$ cat config.mk
export PLATFORM = sky130hd
export DESIGN_NAME = periodic_task_release_scheduler_flat
export DESIGN_NICKNAME = d
export VERILOG_FILES = /design/src/sv/ptrs_pkg.sv /design/src/sv/ptrs_in_if.sv /design/src/sv/ptrs_out_if.sv /design/src/sv/ptrs_table.sv /design/src/sv/periodic_task_release_scheduler.sv /design/src/flat_wrapper.sv
export SDC_FILE = /design/constraint.sdc
export NUM_CORES = 1
export LEC_CHECK = 0
export ABC_AREA = 1
export BUFFER_PORTS_ARGS = -buffer_cell sky130_fd_sc_hd__buf_4
export CELL_PAD_IN_SITES_DETAIL_PLACEMENT = 0
export CELL_PAD_IN_SITES_GLOBAL_PLACEMENT = 1
export CORE_ASPECT_RATIO = 0.6
export CORE_MARGIN = 3
export CORE_UTILIZATION = 50
export DETAILED_ROUTE_END_ITERATION = 8
export PLACE_DENSITY = 0.77
export SETUP_SLACK_MARGIN = 0.2
export SYNTH_ARGS = -nofsm -noshare
export SYNTH_HDL_FRONTEND = slang
export SYNTH_SLANG_ARGS = --single-unit
$ cat constraint.sdc
create_clock -name clk -period 5.3 [get_ports clk]
set_clock_uncertainty 0.15 [all_clocks]
set_input_delay 0.53 -clock clk [delete_from_list [all_inputs] [get_ports clk]]
set_output_delay 0.53 -clock clk [all_outputs]
set_load 0.02 [all_outputs]
$ cat src/sv/ptrs_pkg.sv
// ----------------------------------------------------------------------------
// ptrs_pkg
// Shared types and constants of the periodic task release scheduler.
// ----------------------------------------------------------------------------
package ptrs_pkg;

  // default sizes of the task table and of the tick counters
  localparam int DEF_MAX_TASKS = 8;
  localparam int DEF_TIME_BITS = 16;

  // fixed field widths of the item channels
  localparam int MODE_W   = 2;
  localparam int HANDLE_W = 16;
  localparam int FIELD_W  = 16;
  localparam int SLOT_W   = 3;
  localparam int STATUS_W = 2;
  localparam int LIMIT_W  = 16;

  // command codes
  typedef enum logic [MODE_W-1:0] {
    MODE_TICK     = 2'd0,
    MODE_DISPATCH = 2'd1,
    MODE_ADD      = 2'd2,
    MODE_RESTART  = 2'd3
  } ptrs_mode_t;

  // result status codes
  typedef enum logic [STATUS_W-1:0] {
    STATUS_OK          = 2'd0,
    STATUS_FULL        = 2'd1,
    STATUS_ZERO_PERIOD = 2'd2
  } ptrs_status_t;

  // sequencer states
  typedef enum logic [2:0] {
    S_IDLE,
    S_EXEC,
    S_RD,
    S_EX,
    S_FIN
  } ptrs_state_t;

  // control from the sequencer to the task table
  typedef struct packed {
    logic rd;
    logic upd;
    logic add;
  } ptrs_tbl_ctl_t;

endpackage

$ cat src/sv/ptrs_in_if.sv
// ----------------------------------------------------------------------------
// ptrs_in_if
// Command channel: valid/ready handshake with the command item payload.
// ----------------------------------------------------------------------------
interface ptrs_in_if import ptrs_pkg::*; ();

  logic                valid;
  logic                ready;
  logic [MODE_W-1:0]   mode;
  logic [HANDLE_W-1:0] task_handle;
  logic [FIELD_W-1:0]  initial_delay;
  logic [FIELD_W-1:0]  period;

  modport source (
    output valid, mode, task_handle, initial_delay, period,
    input  ready
  );

  modport sink (
    input  valid, mode, task_handle, initial_delay, period,
    output ready
  );

endinterface

$ cat src/sv/ptrs_out_if.sv
// ----------------------------------------------------------------------------
// ptrs_out_if
// Result channel: valid/ready handshake with the result item payload.
// ----------------------------------------------------------------------------
interface ptrs_out_if import ptrs_pkg::*; ();

  logic                valid;
  logic                ready;
  logic                released;
  logic [HANDLE_W-1:0] released_handle;
  logic [SLOT_W-1:0]   slot;
  logic [STATUS_W-1:0] status;
  logic                overrun;
  logic [FIELD_W-1:0]  pending;
  logic                last;

  modport source (
    output valid, released, released_handle, slot, status, overrun, pending, last,
    input  ready
  );

  modport sink (
    input  valid, released, released_handle, slot, status, overrun, pending, last,
    output ready
  );

endinterface

$ cat src/sv/ptrs_table.sv
// ----------------------------------------------------------------------------
// ptrs_table
// Task table: valid bits in flops, handle/countdown/period in memories with
// registered reads, first-free-slot search and the countdown update unit.
// ----------------------------------------------------------------------------
module ptrs_table import ptrs_pkg::*; #(
  parameter int MAX_TASKS = DEF_MAX_TASKS,
  parameter int TIME_BITS = DEF_TIME_BITS,
  parameter int IDX_W     = (MAX_TASKS > 1) ? $clog2(MAX_TASKS) : 1
) (
  input  logic                 clk,
  input  logic                 rst,
  input  ptrs_tbl_ctl_t        ctl,
  input  logic [IDX_W-1:0]     addr,
  input  logic [HANDLE_W-1:0]  add_handle,
  input  logic [TIME_BITS-1:0] add_delay,
  input  logic [TIME_BITS-1:0] add_period,
  output logic [HANDLE_W-1:0]  rd_handle,
  output logic                 rel,
  output logic [IDX_W-1:0]     free_slot,
  output logic                 full
);

  localparam int CD_W = TIME_BITS + 1;

  logic [MAX_TASKS-1:0] valid;
  logic [HANDLE_W-1:0]  handle_mem [MAX_TASKS];
  logic [CD_W-1:0]      cd_mem     [MAX_TASKS];
  logic [TIME_BITS-1:0] period_mem [MAX_TASKS];

  logic                 valid_q;
  logic [CD_W-1:0]      cd_q;
  logic [TIME_BITS-1:0] period_q;
  logic [CD_W-1:0]      cd_dec;
  logic [CD_W-1:0]      cd_new;
  logic [IDX_W-1:0]     cd_waddr;
  logic [CD_W-1:0]      cd_wdata;
  logic                 cd_we;

  // first free slot, lowest index wins
  always_comb begin
    free_slot = '0;
    full      = 1'b1;
    for (int i = MAX_TASKS - 1; i >= 0; i--) begin
      if (!valid[i]) begin
        free_slot = IDX_W'(i);
        full      = 1'b0;
      end
    end
  end

  // valid bits
  always_ff @(posedge clk) begin
    if (rst) begin
      valid <= '0;
    end else if (ctl.add) begin
      valid[free_slot] <= 1'b1;
    end
  end

  // countdown step: a zero countdown wraps, reaching zero releases and reloads
  always_comb begin
    cd_dec = cd_q - CD_W'(1);
    rel    = valid_q && (cd_q != '0) && (cd_dec == '0);
    if (cd_q == '0) begin
      cd_new = '1;
    end else if (cd_dec == '0) begin
      cd_new = {1'b0, period_q};
    end else begin
      cd_new = cd_dec;
    end
  end

  // countdown write port shared by add and update
  always_comb begin
    cd_we    = ctl.add || (ctl.upd && valid_q);
    cd_waddr = ctl.add ? free_slot : addr;
    cd_wdata = ctl.add ? ({1'b0, add_delay} + CD_W'(1)) : cd_new;
  end

  // memory writes
  always_ff @(posedge clk) begin
    if (ctl.add) begin
      handle_mem[free_slot] <= add_handle;
      period_mem[free_slot] <= add_period;
    end
    if (cd_we) begin
      cd_mem[cd_waddr] <= cd_wdata;
    end
  end

  // registered reads
  always_ff @(posedge clk) begin
    if (ctl.rd) begin
      valid_q   <= valid[addr];
      rd_handle <= handle_mem[addr];
      cd_q      <= cd_mem[addr];
      period_q  <= period_mem[addr];
    end
  end

endmodule

$ cat src/sv/periodic_task_release_scheduler.sv
// ----------------------------------------------------------------------------
// periodic_task_release_scheduler
// Time-triggered cooperative scheduler: pending tick counter with overrun
// flag and a periodic task table walked slot by slot per dispatch of a pending tick.
// ----------------------------------------------------------------------------
// Tick, add, restart and a dispatch with nothing pending: result registered
// from the execute state once rsp can take it; the next item waits for idle.
// Dispatch with a tick pending: slots walked in turn, each a read state then
// an update state, set by the single registered read port; the last result
// comes from the finish state, and a result waiting on rsp stalls the walk.
// Reset clears valid bits, pending count and overrun flag, sets tick_limit to 1.
module periodic_task_release_scheduler import ptrs_pkg::*; #(
  parameter int MAX_TASKS = DEF_MAX_TASKS,
  parameter int TIME_BITS = DEF_TIME_BITS
) (
  input  logic               clk,
  input  logic               rst,
  input  logic               cfg_we,
  input  logic [LIMIT_W-1:0] cfg_wdata,
  ptrs_in_if.sink            cmd,
  ptrs_out_if.source         rsp
);

  localparam int IDX_W = (MAX_TASKS > 1) ? $clog2(MAX_TASKS) : 1;
  localparam int CMP_W = TIME_BITS + LIMIT_W;

  ptrs_state_t          state, state_next;
  ptrs_mode_t           cur_mode;
  logic [HANDLE_W-1:0]  cur_handle;
  logic [FIELD_W-1:0]   cur_delay;
  logic [FIELD_W-1:0]   cur_period;
  logic [LIMIT_W-1:0]   tick_limit;

  logic [TIME_BITS-1:0] pending, pending_next;
  logic                 overrun, overrun_next;
  logic [IDX_W-1:0]     idx, idx_next;
  logic                 have_held, have_held_next;
  logic [HANDLE_W-1:0]  held_handle, held_handle_next;
  logic [IDX_W-1:0]     held_slot, held_slot_next;

  // table interface
  ptrs_tbl_ctl_t        ctl;
  logic [HANDLE_W-1:0]  rd_handle;
  logic                 rel;
  logic [IDX_W-1:0]     free_slot;
  logic                 full;

  // result staging
  logic                 emit;
  logic                 e_rel;
  logic [HANDLE_W-1:0]  e_handle;
  logic [IDX_W-1:0]     e_slot;
  ptrs_status_t         e_status;
  logic                 e_last;
  logic                 rsp_valid;

  logic                 can_emit;
  logic                 ex_stall;
  logic                 last_slot;
  logic [TIME_BITS-1:0] pending_inc;
  logic [CMP_W-1:0]     inc_ext;
  logic [CMP_W-1:0]     lim_ext;
  logic [TIME_BITS+FIELD_W-1:0] delay_ext;
  logic [TIME_BITS+FIELD_W-1:0] period_ext;
  logic [TIME_BITS-1:0] delay_t;
  logic [TIME_BITS-1:0] period_t;
  logic [TIME_BITS+FIELD_W-1:0] pend_ext;
  logic [IDX_W+SLOT_W-1:0]      slot_ext;

  ptrs_table #(
    .MAX_TASKS (MAX_TASKS),
    .TIME_BITS (TIME_BITS),
    .IDX_W     (IDX_W)
  ) u_table (
    .clk        (clk),
    .rst        (rst),
    .ctl        (ctl),
    .addr       (idx),
    .add_handle (cur_handle),
    .add_delay  (delay_t),
    .add_period (period_t),
    .rd_handle  (rd_handle),
    .rel        (rel),
    .free_slot  (free_slot),
    .full       (full)
  );

  // field narrowing and counter helpers
  always_comb begin
    delay_ext   = {{TIME_BITS{1'b0}}, cur_delay};
    period_ext  = {{TIME_BITS{1'b0}}, cur_period};
    delay_t     = delay_ext[TIME_BITS-1:0];
    period_t    = period_ext[TIME_BITS-1:0];
    pending_inc = (pending == '1) ? pending : pending + TIME_BITS'(1);
    inc_ext     = {{LIMIT_W{1'b0}}, pending_inc};
    lim_ext     = {{TIME_BITS{1'b0}}, tick_limit};
    last_slot   = (idx == IDX_W'(MAX_TASKS - 1));
  end

  assign can_emit  = !rsp_valid || rsp.ready;
  assign ex_stall  = rel && have_held && !can_emit;
  assign cmd.ready = (state == S_IDLE);

  // next state
  always_comb begin
    state_next = state;
    unique case (state)
      S_IDLE: begin
        if (cmd.valid) state_next = S_EXEC;
      end
      S_EXEC: begin
        if (can_emit) begin
          if (cur_mode == MODE_DISPATCH && pending != '0) state_next = S_RD;
          else state_next = S_IDLE;
        end
      end
      S_RD: state_next = S_EX;
      S_EX: begin
        if (!ex_stall) state_next = last_slot ? S_FIN : S_RD;
      end
      S_FIN: begin
        if (can_emit) state_next = S_IDLE;
      end
      default: state_next = S_IDLE;
    endcase
  end

  // sequencer outputs
  always_comb begin
    ctl              = '0;
    emit             = 1'b0;
    e_rel            = 1'b0;
    e_handle         = '0;
    e_slot           = '0;
    e_status         = STATUS_OK;
    e_last           = 1'b1;
    pending_next     = pending;
    overrun_next     = overrun;
    idx_next         = idx;
    have_held_next   = have_held;
    held_handle_next = held_handle;
    held_slot_next   = held_slot;
    unique case (state)
      S_IDLE: begin
      end
      S_EXEC: begin
        if (can_emit) begin
          unique case (cur_mode)
            MODE_TICK: begin
              pending_next = pending_inc;
              overrun_next = overrun || (inc_ext > lim_ext);
              emit         = 1'b1;
            end
            MODE_DISPATCH: begin
              if (pending == '0) begin
                emit = 1'b1;
              end else begin
                pending_next   = pending - TIME_BITS'(1);
                idx_next       = '0;
                have_held_next = 1'b0;
              end
            end
            MODE_ADD: begin
              emit = 1'b1;
              if (full) begin
                e_status = STATUS_FULL;
              end else if (period_t == '0) begin
                e_status = STATUS_ZERO_PERIOD;
              end else begin
                ctl.add = 1'b1;
                e_slot  = free_slot;
              end
            end
            MODE_RESTART: begin
              pending_next = '0;
              overrun_next = 1'b0;
              emit         = 1'b1;
            end
            default: begin
            end
          endcase
        end
      end
      S_RD: begin
        ctl.rd = 1'b1;
      end
      S_EX: begin
        if (!ex_stall) begin
          ctl.upd = 1'b1;
          // a new release flushes the previous one, which is then not last
          if (rel) begin
            if (have_held) begin
              emit     = 1'b1;
              e_rel    = 1'b1;
              e_handle = held_handle;
              e_slot   = held_slot;
              e_last   = 1'b0;
            end
            have_held_next   = 1'b1;
            held_handle_next = rd_handle;
            held_slot_next   = idx;
          end
          if (!last_slot) idx_next = idx + IDX_W'(1);
        end
      end
      S_FIN: begin
        if (can_emit) begin
          emit = 1'b1;
          if (have_held) begin
            e_rel    = 1'b1;
            e_handle = held_handle;
            e_slot   = held_slot;
          end
        end
      end
      default: begin
      end
    endcase
  end

  // result payload narrowing
  always_comb begin
    pend_ext = {{FIELD_W{1'b0}}, pending_next};
    slot_ext = {{SLOT_W{1'b0}}, e_slot};
  end

  // control registers
  always_ff @(posedge clk) begin
    if (rst) begin
      state      <= S_IDLE;
      pending    <= '0;
      overrun    <= 1'b0;
      tick_limit <= LIMIT_W'(1);
      have_held  <= 1'b0;
      idx        <= '0;
      rsp_valid  <= 1'b0;
    end else begin
      state     <= state_next;
      pending   <= pending_next;
      overrun   <= overrun_next;
      have_held <= have_held_next;
      idx       <= idx_next;
      if (cfg_we) tick_limit <= cfg_wdata;
      if (emit) rsp_valid <= 1'b1;
      else if (rsp.ready) rsp_valid <= 1'b0;
    end
  end

  // command item capture and held release
  always_ff @(posedge clk) begin
    if (cmd.valid && cmd.ready) begin
      cur_mode   <= ptrs_mode_t'(cmd.mode);
      cur_handle <= cmd.task_handle;
      cur_delay  <= cmd.initial_delay;
      cur_period <= cmd.period;
    end
    held_handle <= held_handle_next;
    held_slot   <= held_slot_next;
  end

  // output register
  always_ff @(posedge clk) begin
    if (emit) begin
      rsp.released        <= e_rel;
      rsp.released_handle <= e_handle;
      rsp.slot            <= slot_ext[SLOT_W-1:0];
      rsp.status          <= e_status;
      rsp.overrun         <= overrun_next;
      rsp.pending         <= pend_ext[FIELD_W-1:0];
      rsp.last            <= e_last;
    end
  end

  assign rsp.valid = rsp_valid;

endmodule

$ cat src/flat_wrapper.sv
// flat-port wrapper written by rule: the top's interface ports become plain ports
module periodic_task_release_scheduler_flat import ptrs_pkg::*;
#(
  parameter int MAX_TASKS = DEF_MAX_TASKS,
  parameter int TIME_BITS = DEF_TIME_BITS
)
  (clk, rst, cfg_we, cfg_wdata, cmd_valid, cmd_mode, cmd_task_handle, cmd_initial_delay, cmd_period, cmd_ready, rsp_valid, rsp_released, rsp_released_handle, rsp_slot, rsp_status, rsp_overrun, rsp_pending, rsp_last, rsp_ready);
  ptrs_in_if cmd_i ();
  ptrs_out_if rsp_i ();
  input  logic clk;
  input  logic rst;
  input  logic cfg_we;
  input  logic [LIMIT_W-1:0] cfg_wdata;
  input wire logic [$bits(cmd_i.valid)-1:0] cmd_valid;
  input wire logic [$bits(cmd_i.mode)-1:0] cmd_mode;
  input wire logic [$bits(cmd_i.task_handle)-1:0] cmd_task_handle;
  input wire logic [$bits(cmd_i.initial_delay)-1:0] cmd_initial_delay;
  input wire logic [$bits(cmd_i.period)-1:0] cmd_period;
  output wire logic [$bits(cmd_i.ready)-1:0] cmd_ready;
  output wire logic [$bits(rsp_i.valid)-1:0] rsp_valid;
  output wire logic [$bits(rsp_i.released)-1:0] rsp_released;
  output wire logic [$bits(rsp_i.released_handle)-1:0] rsp_released_handle;
  output wire logic [$bits(rsp_i.slot)-1:0] rsp_slot;
  output wire logic [$bits(rsp_i.status)-1:0] rsp_status;
  output wire logic [$bits(rsp_i.overrun)-1:0] rsp_overrun;
  output wire logic [$bits(rsp_i.pending)-1:0] rsp_pending;
  output wire logic [$bits(rsp_i.last)-1:0] rsp_last;
  input wire logic [$bits(rsp_i.ready)-1:0] rsp_ready;
  assign cmd_i.valid = cmd_valid;
  assign cmd_i.mode = cmd_mode;
  assign cmd_i.task_handle = cmd_task_handle;
  assign cmd_i.initial_delay = cmd_initial_delay;
  assign cmd_i.period = cmd_period;
  assign cmd_ready = cmd_i.ready;
  assign rsp_valid = rsp_i.valid;
  assign rsp_released = rsp_i.released;
  assign rsp_released_handle = rsp_i.released_handle;
  assign rsp_slot = rsp_i.slot;
  assign rsp_status = rsp_i.status;
  assign rsp_overrun = rsp_i.overrun;
  assign rsp_pending = rsp_i.pending;
  assign rsp_last = rsp_i.last;
  assign rsp_i.ready = rsp_ready;
  periodic_task_release_scheduler #(.MAX_TASKS(MAX_TASKS), .TIME_BITS(TIME_BITS)) u_core (.clk(clk), .rst(rst), .cfg_we(cfg_we), .cfg_wdata(cfg_wdata), .cmd(cmd_i), .rsp(rsp_i));
endmodule
==> flow_summary.yaml <==
worst_setup_path:
  critical_path_peak_fanout: 16
  crit_slowest_cell: "nor4_1"
  critical_path_class: "register to register"
  crit_path_max_incr_delay_ns: 0.81
  crit_required_ns: 5.42
  cpMostUsedCell: "inv_1"
  startpoint_type: "register"
  crit_chain: "nor4_1 -> nand4_1 -> nand2_1 -> inv_1 -> nor2_2 -> nand3_1 -> o21ai_0 -> inv_1"
  cp.arrival_ns: 4.04
  cp-end-kind: "register"
synthesis:
  synth_top_flop_cell: "edfxtp_1"
  synth_area_leaders: "edfxtp_1 (66%), nor2_1 (7.2%), o21ai_0 (5.0%), dfxtp_1 (3.9%), nand2_1 (2.7%)"
  yosysTopAreaCellShare_pct: 66.4
  avgSynthCellArea_um2: 11.5
  synthCells: 2161
  ys_seq_area_share_pct: 70.3
  ys_ff_latch: 600
  ys_types: 49
  synth_nets: 2260
  ys_async_sr_fraction_pct: 0
  synth_area_leader_cell: "edfxtp_1"
  syn_area_um2: 24900
  synth-edff-count: 551
  yosys_warnings: 0
clocking:
  htreeDepth: 2
  cts_buffers: 53
  cts_tree: "done"
  cts_resized: 0
  worstSkewPairLatency_ns: 0.62
  clkTransAtPathRegs_ns: 0.07
  clock-sinks: 600
  cts.path.max_buffers: 3
  cts_root_buf: "clkbuf_16"
grt:
  grt_overflow: 0
  antenna_found_initial: 0
  track_usage_pct: 23.9
  grt_max_degree: 125
  grt_pass1_wl_um: 95200
  grt_pass1_vias: 15753
route:
  vias_per_cell: 5.56
  num_vias: 16660
  ant_nets: 0
  drt-total-wl_um: 62500
  drcViolationCount: 0
  wire_per_inst_um: 20.8
  dr.pass1.iters: 5
  first_iter_violations: 1672
run:
  maxCapViolCount: 0
floorplan:
  initial_core_util_pct: 51.3
  die_y_um: 179
  core-area_um2: 48600
  ios: 113
  die_area_um2: 52700
  rows: 62
  dieWidth_um: 294
timing:
  worst_pin_slew_ns: 1.07
  setup_tns_ns: 0
  rsz0062_at_grt: "no"
  period_needed_ns: 3.92
  finalHoldViolations: 0
  maxSlewHeadroom_pct: 28.2
  hold_ws_ns: 0.0286
  min_period_over_period_pct: 74.0
  max_freq_mhz: 255
  slew_viol_final: 0
  setup_violations: 0
place:
  placed_cell_area_um2: 26600
  portBuffers: 112
  hpwl_um: 39000
  gp_congestion: 0.903
power_and_ir_drop:
  p_int_mw: 7.98
  switching_share_pct: 27.1
  power.density_nw_per_um2: 381
  pwr-share-seq_pct: 51.7
  p_leak_nw: 10.2
  power_frac_comb_pct: 14.2
  vdd_drop_max_mv: 0.274
  p_switching_mw: 2.97
  pwr-share-clk_pct: 34.1
cells_and_area:
  area_delta_synth_final_pct: 15.3
  n_fill_cell: 3941
  nNetsFinal: 2414
  fin_area_um2: 28800
  drive_above_1_share_pct: 12.2
  antenna_cells: 0
min_path:
  hold_path.class: "input pin to register"
status:
  status: "complete, no violations"
## cells in the mapped netlist (3+ instances only)
master    number
nor2_2        14
o21ai_1        7
nand2_1      179
dfxtp_1       49
edfxtp_1     551
o21ai_0      251
o211ai_1       4
nor3_1        25
clkbuf_1      71
ha_1          28
xor2_1        16
o22ai_1       51
nor2_4         3
nand2_2        8
nor3_2        13
xnor2_1        3
nor4_1        12
nor2_1       475
nand3_2        4
a32oi_1        3
o21a_1         4
buf_1         19
buf_2          7
nand3_1       57
inv_1        148
inv_2          7
and2_1         3
nand3b_1       7
a21oi_1       47
nand4_1       18
a31oi_1       56
## cells in the final DEF (no fill, tap or decap), types with 50 or more instances in the layout
cell type	count
nor2_1	466
dlygate4sd3_1	50
buf_4	146
edfxtp_1	551
clkbuf_16	53
nand3_1	56
o22ai_1	51
a31oi_1	56
o21ai_0	251
inv_1	147
nand2_1	179
## cell families after synthesis
logic type               synth area share, %
flip-flops                              70.3
XOR/XNOR                               0.667
adder cells (fa/ha/maj)                 1.41
AND/OR/NAND/NOR                         14.1
buffers and inverters                   3.93
AO/OA/AOI/OAI                           9.61
## per-layer routing
metal	global-route usage, %	share of wire (%)	vias up
met5	0	0	-
met2	34.6	42	568
li1	-	-	7943
met3	4.68	7.8	59
met1	37.8	49	8090
met4	4.05	1.2	0
## path summary, 6_finish.rpt
check,slack [ns],cells after the start,to,start
min reg2reg,0.27,0,u_core.held_handle[5]$_DFFE_PP_,u_core.u_table.rd_handle[5]$_DFFE_PP_
min,0.03,3,u_core.tick_limit[0]$_SDFFE_PP1P_,cfg_wdata[0]
max reg2reg,1.38,8,u_core.u_table.cd_mem[5][7]$_DFFE_PP_,u_core.cur_period[0]$_DFFE_PP_
max,1.38,8,u_core.u_table.cd_mem[5][7]$_DFFE_PP_,u_core.cur_period[0]$_DFFE_PP_
## layout make-up
type | instances | area, um^2 | area share, %
Sequential cell | 600 | 17500 | 61.0
Multi-Input combinational cell | 1306 | 6510 | 22.6
Inverter | 156 | 588 | 2.05
Tap cell | 640 | 801 | 2.79
Timing Repair Buffer | 198 | 1640 | 5.69
Clock inverter | 31 | 294 | 1.02
Clock buffer | 66 | 1390 | 4.82
## repair_timing
| item | in CTS | in global routing |
|---|---|---|
| endpoints found under the hold margin | 50 | 0 |
| hold buffers | 50 | 0 |
| setup buffers | 0 | 0 |
## worst max-delay path: cells and delay by family, from the launching register on
family                 cells  cell delay [ns]
and+or+nand+nor            5             2.09
AOI/OAI and AO/OA          1             0.32
DFF                        1             0.51
buffers and inverters      2             0.48
## power groups by stage
| stage | clock network [mW] | logic, mW | registers, mW |
|---|---|---|---|
| after floorplan | 0 | 0.987 | 5.70 |
| after global placement | 0 | 1.49 | 5.75 |
| after detailed placement | 0 | 1.52 | 5.76 |
| after CTS | 3.82 | 1.55 | 5.66 |
| after global routing | 4.00 | 1.76 | 5.68 |
| final | 3.74 | 1.56 | 5.66 |
## state kept, by name (all words and copies together) (netlist names), 3 cells and up
register and count:
u_core.rsp.slot 3, u_core.rsp.pending 16, u_core.tick_limit 16, u_core.cur_delay 16
u_core.cur_handle 16, u_core.u_table.valid 8, u_core.u_table.cd_q 17, u_core.cur_period 16
u_core.held_handle 16, u_core.held_slot 3, u_core.u_table.handle_mem 128, u_core.pending 16
u_core.state 3, u_core.u_table.rd_handle 16, u_core.u_table.cd_mem 136, u_core.idx 3
u_core.u_table.period_q 16, u_core.rsp.released_handle 16, u_core.u_table.period_mem 128
## through the flow
stage	total power [mW]	std cells	utilization, %	worst slack (ns)
3_3_place_gp	7.25	2850	54.7	1.58
3_5_place_dp	7.28	2850	54.7	1.54
5_1_grt	11.4	2997	59.2	1.24
4_1_cts	11.0	2997	59.2	1.52
6_report	11.0	2997	59.2	1.38
2_1_floorplan	6.69	2161	-	0.625
(Power assumes the default switching activity.)
